## src/rtl/slxfp_pkg.sv

```systemverilog
package slxfp_pkg;

  localparam int unsigned ByteW = 8;
  localparam int unsigned LenW  = 16;
  localparam int unsigned KindW = 2;

  localparam logic [LenW-1:0] MaxLengthReset = 16'd1124;

  localparam logic [KindW-1:0] KindPayload = 2'd0;
  localparam logic [KindW-1:0] KindGood    = 2'd1;
  localparam logic [KindW-1:0] KindBad     = 2'd2;

  typedef struct packed {
    logic [KindW-1:0] kind;
    logic [ByteW-1:0] payload_byte;
    logic [LenW-1:0]  byte_index;
    logic [LenW-1:0]  frame_length;
  } result_t;

endpackage

```

## src/rtl/slxfp_parser.sv

```systemverilog
module slxfp_parser (
  input  logic                          clk_i,
  input  logic                          rst_ni,
  input  logic                          step_i,
  input  logic [slxfp_pkg::ByteW-1:0]   byte_i,
  input  logic                          resync_i,
  input  logic [slxfp_pkg::LenW-1:0]    max_length_i,
  output logic                          res_valid_o,
  output slxfp_pkg::result_t            res_o
);

  localparam logic [2:0] PhHunt    = 3'd0;
  localparam logic [2:0] PhSync2   = 3'd1;
  localparam logic [2:0] PhLenHi   = 3'd2;
  localparam logic [2:0] PhLenLo   = 3'd3;
  localparam logic [2:0] PhPayload = 3'd4;
  localparam logic [2:0] PhCheck   = 3'd5;

  localparam logic [slxfp_pkg::ByteW-1:0] SyncFirst  = 8'hAA;
  localparam logic [slxfp_pkg::ByteW-1:0] SyncSecond = 8'h55;

  logic [2:0]                      phase_q, phase_d;
  logic [slxfp_pkg::LenW-1:0]      len_q, len_d;
  logic [slxfp_pkg::LenW-1:0]      left_q, left_d;
  logic [slxfp_pkg::ByteW-1:0]     xor_q, xor_d;
  logic [2:0]                      phase_eff;

  always_comb begin
    phase_eff   = resync_i ? PhHunt : phase_q;
    phase_d     = phase_eff;
    len_d       = len_q;
    left_d      = left_q;
    xor_d       = xor_q;
    res_valid_o = 1'b0;
    res_o.kind         = slxfp_pkg::KindPayload;
    res_o.payload_byte = '0;
    res_o.byte_index   = '0;
    res_o.frame_length = len_q;
    unique case (phase_eff)
      PhHunt: begin
        if (byte_i == SyncFirst) phase_d = PhSync2;
      end
      PhSync2: begin
        if (byte_i == SyncSecond) begin
          phase_d = PhLenHi;
          xor_d   = '0;
          len_d   = '0;
        end else begin
          phase_d = PhHunt;
        end
      end
      PhLenHi: begin
        len_d   = {{(slxfp_pkg::LenW-slxfp_pkg::ByteW){1'b0}}, byte_i};
        phase_d = PhLenLo;
      end
      PhLenLo: begin
        len_d   = {len_q[slxfp_pkg::ByteW-1:0], byte_i};
        left_d  = {len_q[slxfp_pkg::ByteW-1:0], byte_i};
        phase_d = PhPayload;
      end
      PhPayload: begin
        // A zero or over-long length swallows this byte and drops the frame.
        if (len_q == '0 || len_q > max_length_i) begin
          phase_d = PhHunt;
        end else begin
          res_valid_o        = 1'b1;
          res_o.payload_byte = byte_i;
          res_o.byte_index   = len_q - left_q;
          xor_d              = xor_q ^ byte_i;
          if (left_q <= 16'd1) phase_d = PhCheck;
          left_d             = left_q - 16'd1;
        end
      end
      PhCheck: begin
        res_valid_o = 1'b1;
        res_o.kind  = (byte_i == xor_q) ? slxfp_pkg::KindGood : slxfp_pkg::KindBad;
        phase_d     = PhHunt;
      end
      default: begin
        phase_d = PhHunt;
      end
    endcase
  end

  always_ff @(posedge clk_i or negedge rst_ni) begin
    if (!rst_ni) begin
      phase_q <= PhHunt;
      len_q   <= '0;
      left_q  <= '0;
      xor_q   <= '0;
    end else if (step_i) begin
      phase_q <= phase_d;
      len_q   <= len_d;
      left_q  <= left_d;
      xor_q   <= xor_d;
    end
  end

endmodule

```

## src/rtl/sync_length_xor_frame_parser_core.sv

```systemverilog
// A result is registered and appears on the master side in the cycle after its input byte is accepted.
// Throughput: one byte per cycle while the output register is empty or being drained; the frame state
// updates once per accepted byte, and the output register accepts a new byte while its result is being taken.
// Reset (rst_ni low, asynchronous): the parser hunts for the first sync byte, the output
// register is empty and max_length returns to 1124.
module sync_length_xor_frame_parser_core (
  input  logic        clk_i,
  input  logic        rst_ni,
  input  logic        cfg_we_i,
  input  logic [15:0] cfg_wdata_i,
  input  logic        s_axis_tvalid,
  output logic        s_axis_tready,
  input  logic [7:0]  s_axis_tdata,  // [7:0] byte_value
  input  logic        s_axis_tuser,  // [0] resync
  output logic        m_axis_tvalid,
  input  logic        m_axis_tready,
  output logic [39:0] m_axis_tdata,  // [7:0] payload_byte, [23:8] byte_index,
                                     // [39:24] frame_length
  output logic [1:0]  m_axis_tuser   // [1:0] kind
);

  logic [slxfp_pkg::LenW-1:0] max_length_q;
  logic                       accept;
  logic                       res_valid;
  slxfp_pkg::result_t         res;
  slxfp_pkg::result_t         out_q;
  logic                       out_valid_q, out_valid_d;

  assign s_axis_tready = !out_valid_q || m_axis_tready;
  assign accept        = s_axis_tvalid && s_axis_tready;

  always_ff @(posedge clk_i or negedge rst_ni) begin
    if (!rst_ni) begin
      max_length_q <= slxfp_pkg::MaxLengthReset;
    end else if (cfg_we_i) begin
      max_length_q <= cfg_wdata_i;
    end
  end

  slxfp_parser u_parser (
    .clk_i        (clk_i),
    .rst_ni       (rst_ni),
    .step_i       (accept),
    .byte_i       (s_axis_tdata),
    .resync_i     (s_axis_tuser),
    .max_length_i (max_length_q),
    .res_valid_o  (res_valid),
    .res_o        (res)
  );

  always_comb begin
    out_valid_d = out_valid_q;
    if (accept) begin
      out_valid_d = res_valid;
    end else if (m_axis_tready) begin
      out_valid_d = 1'b0;
    end
  end

  always_ff @(posedge clk_i or negedge rst_ni) begin
    if (!rst_ni) begin
      out_valid_q <= 1'b0;
    end else begin
      out_valid_q <= out_valid_d;
    end
  end

  always_ff @(posedge clk_i) begin
    if (accept && res_valid) begin
      out_q <= res;
    end
  end

  assign m_axis_tvalid = out_valid_q;
  assign m_axis_tdata  = {out_q.frame_length, out_q.byte_index, out_q.payload_byte};
  assign m_axis_tuser  = out_q.kind;

`ifndef ASSERT_OFF
  a_kind_legal: assert property (@(posedge clk_i) disable iff (!rst_ni)
    m_axis_tvalid |-> (m_axis_tuser == slxfp_pkg::KindPayload ||
                       m_axis_tuser == slxfp_pkg::KindGood ||
                       m_axis_tuser == slxfp_pkg::KindBad))
    else $error("illegal result kind");

  a_index_in_frame: assert property (@(posedge clk_i) disable iff (!rst_ni)
    (m_axis_tvalid && m_axis_tuser == slxfp_pkg::KindPayload) |->
      (m_axis_tdata[23:8] < m_axis_tdata[39:24]))
    else $error("payload index outside declared length");

  a_end_fields_zero: assert property (@(posedge clk_i) disable iff (!rst_ni)
    (m_axis_tvalid && m_axis_tuser != slxfp_pkg::KindPayload) |->
      (m_axis_tdata[23:0] == 24'd0))
    else $error("end result carries payload data");

  a_ready_when_empty: assert property (@(posedge clk_i) disable iff (!rst_ni)
    !m_axis_tvalid |-> s_axis_tready)
    else $error("input stalled with empty output register");
`endif

endmodule

```

## config.mk

```make
export PLATFORM = sky130hd
export DESIGN_NAME = sync_length_xor_frame_parser_core
export DESIGN_NICKNAME = d
export VERILOG_FILES = /design/src/rtl/slxfp_pkg.sv /design/src/rtl/slxfp_parser.sv /design/src/rtl/sync_length_xor_frame_parser_core.sv
export SDC_FILE = /design/constraint.sdc
export NUM_CORES = 1
export LEC_CHECK = 0
export CORE_MARGIN = 10
export CORE_UTILIZATION = 25
export CTS_CLUSTER_SIZE = 14
export DETAILED_ROUTE_END_ITERATION = 8
export DONT_BUFFER_PORTS = 1
export PLACE_DENSITY = 0.4
export SYNTH_ARGS = -nofsm -noshare
export SYNTH_HDL_FRONTEND = slang
export SYNTH_HIERARCHICAL = 1
export SYNTH_SLANG_ARGS = --single-unit
```

## constraint.sdc

```tcl
create_clock -name clk_i -period 11.8 [get_ports clk_i]
set_input_delay 0 -clock clk_i [delete_from_list [all_inputs] [get_ports clk_i]]
set_output_delay 0 -clock clk_i [all_outputs]
set_load 0.01 [all_outputs]
```

==> results.cfg <==
[run_status]
outcome = complete, no violations

[final_layout]
drive_gt1_share_pct = 8.24
fillCellCount = 2337
fin_nets = 666
diodes = 0
multi_input_area_um2 = 2670
finish.utilization_pct = 30.0
regArea_um2 = 2770
synthToLayoutAreaGrowth_pct = 18.7

[worst_setup_path]
path_class = flip-flop to flip-flop
cp_cell_sequence = ha_1, nand4_1, nor4_1, nand4_1, nand2_1, nand2b_1, nand2_1, nand2_1, nor2b_4
cp_slowest_stage_delay_ns = 0.93
critical-path-slowest-cell = nor2b_4
ff2ff_path_depth = 9
reg2reg_setup_slack_ns = 7.92
worstPathMaxFanout = 42
worst_ep_arrival_time_ns = 3.86
critPathCaptureType = flip-flop
r2r_start = u_parser/len_q[10]$_DFFE_PN0P_
start_kind = flip-flop
reg2reg_to = m_axis_tdata[38]$_DFFE_PP_
worstPathRequired_ns = 11.78
path_common_cell = nand2_1

[grt]
antenna_found_initial = 0
grt_pass1_vias = 4553
grtUsageTotal_pct = 12.2
grt.overflow.total = 0
grt_pass1_wl_um = 27400
grt_max_degree = 61

[clocking]
ctsResizeCount = 0
cts-root-buf = clkbuf_16
h-tree-depth = 3
clockBufferDepth = 2
cts_tree = done
clk_pin_slew_worst_paths_ns = 0.08
insertion_delay_ns = 0.37
cts_buffers = 9
cts_sinks = 102

[drt]
antenna_left = 0
viasPerCell = 4.95
drc = 0
drt_wl_total_um = 17500
wl_per_cell_um = 19.7
vias = 4417
drtIter0Drc = 319
dr.pass1.iters = 5

[logic_synthesis]
yosysMostFrequentCell = nand2_1
ys_ff_latch = 102
netlist.area_leader.share_pct = 24.6
synth_common_cells = 85 x nand2_1, 56 x dfrtp_1, 42 x edfxtp_1
synthCells = 568
synth_seq_area_share_pct = 48.5
synth_warnings = 6
netlist.top_cell.by_area = dfrtp_1
avgSynthCellArea_um2 = 10.0
synth_edf_count = 42
synthArstFlopShare_pct = 58.8
synth_nets = 632
ys.flop_type = dfrtp_1
netlist_area_um2 = 5710
synthTopCellsByArea = dfrtp_1 25%, edfxtp_1 22%, ha_1 7.2%
synth.distinct_cells = 62

[timing]
timing.fmax_ghz = 0.257
maxSlewViolCount = 0
setup-tns-final_ns = 0
rsz0062_at_grt = no
setup_ws_ns = 7.92
fin_skew_ns = 0.0148
hold_violations = 0
fin_crit_ns = 3.88
relSlewSlack_pct = 18.0
tightest_slew_ns = 1.23
setup_violations = 0
period_share_pct = 32.9
hold_slack_ns = 0.0191

[floorplan]
coreArea_um2 = 22600
fp.dieW_um = 171
die_y_um = 171
row_count = 55
io_pins = 74
initial_core_util_pct = 25.3
dieArea_um2 = 29300

[place]
gp_congestion = 0.804
port_buffers = 0
preCtsSetupSlack_ns = 7.84
dp_hpwl_um = 12000

[power]
pwr-share-seq_pct = 49.1
p_int_mw = 0.577
p_clk_share_pct = 39.1
powerDensity_nw_per_um2 = 117
irDropWorstVdd_mv = 0.0545
combPwrFrac_pct = 11.8
p_sw_share_pct = 27.2
p_leak_nw = 2.88
p_sw_mw = 0.216

[hold_path]
hold_class = input pin to flip-flop
hold_end = m_axis_tvalid$_DFFE_PN0P_
worstHoldStart = m_axis_tready
min_path_cells = 2

[run]
maxCapViolCount = 0
==> state kept, by name, summed over array words and instances, names as in the netlist <==
name and flops:
m_axis_tdata 40, max_length_q 16, u_parser/left_q 16, u_parser/len_q 16
u_parser/xor_q 8, u_parser/phase_q 3, m_axis_tuser 2, m_axis_tvalid 1
==> cell usage in the layout (no fill, tap or decap), types with 4 or more instances in the layout <==
cell type,instances
mux2_2,6
a31oi_1,9
clkbuf_16,9
nand4_1,8
nor3b_1,4
nor3_1,20
nor2_1,27
nor2b_1,6
edfxtp_1,42
o21ai_0,13
and2_1,12
ha_1,33
mux2_4,10
dlygate4sd3_1,49
nand3_1,29
a32o_1,8
nor4_1,9
nand2b_1,7
and3_1,12
dfrtp_1,56
xnor2_1,12
o31ai_1,5
o22ai_1,7
o21a_1,4
inv_1,35
xor2_1,5
a21oi_1,23
nand2_1,85
dfstp_2,4
==> per-stage QoR <==
stage               power [mW]  cells  cell area (um^2)
finish                   0.793    892              6770
global route             0.828    892              6770
CTS                      0.802    892              6770
detailed placement       0.466    826              5960
global placement         0.465    826              5960
floorplan                0.454    568              5710
==> kinds of logic (layout without fill, tap and decap cells) <==
kind of cell,Yosys count,in the layout,synth area share [%]
simple gates,235,235,20.8
xor+xnor,17,17,2.61
buf+inv,66,105,4.87
compound gates,95,95,11.4
fa+ha+maj,34,34,7.58
flops,102,102,48.5
mux,19,19,4.34
==> how the worst max path moves through the flow <==
stage,startpoint,end,slack [ns],cells after the start
2_1_floorplan,max_length_q[10]$_DFFE_PN1P_,m_axis_tdata[0]$_DFFE_PP_,7.40,11
3_3_place_gp,u_parser/len_q[7]$_DFFE_PN0P_,m_axis_tdata[35]$_DFFE_PP_,7.87,10
3_5_place_dp,u_parser/len_q[10]$_DFFE_PN0P_,m_axis_tdata[10]$_DFFE_PP_,7.84,9
4_1_cts,u_parser/len_q[10]$_DFFE_PN0P_,m_axis_tdata[36]$_DFFE_PP_,7.81,9
5_1_grt,u_parser/len_q[10]$_DFFE_PN0P_,m_axis_tdata[34]$_DFFE_PP_,7.50,9
6_report,u_parser/len_q[10]$_DFFE_PN0P_,m_axis_tdata[38]$_DFFE_PP_,7.92,9
==> area by class of cell <==
class	instances	share of cell area [%]
multi-input combinational	400	39.5
inverter	36	1.99
sequential	102	40.9
tap	285	5.26
clock inverter	7	1.11
timing repair buffer	53	7.98
clock buffer	9	3.32
==> timing repair <==
action | 4_1_cts | 5_1_grt
hold endpoints to repair | 111 | 0
setup buffers | 0 | 0
hold buffers | 50 | 0
==> per-layer routing <==
metal / vias up / global-route usage (%) / share of wire, %
met3: 17 / 2.00 / 3.3
met2: 104 / 20.9 / 51
met1: 2180 / 15.2 / 44
met4: 0 / 4.31 / 1.4
li1: 2116 / - / -
met5: - / 0 / 0
==> critical path: cells and delay by family (launching register included) <==
family	cells	cell delay (ns)
AND/OR/NAND/NOR	8	2.53
adder cells (fa/ha/maj)	1	0.40
flip-flops	1	0.52
==> power groups by stage <==
stage	combinational [mW]	clock (mW)	sequential (mW)
final	0.0934	0.310	0.389
after global routing	0.104	0.332	0.391
after CTS	0.0936	0.319	0.389
after detailed placement	0.0689	0	0.397
after global placement	0.0683	0	0.396
after floorplan	0.0611	0	0.393
Power figures use the tool's default switching activity.
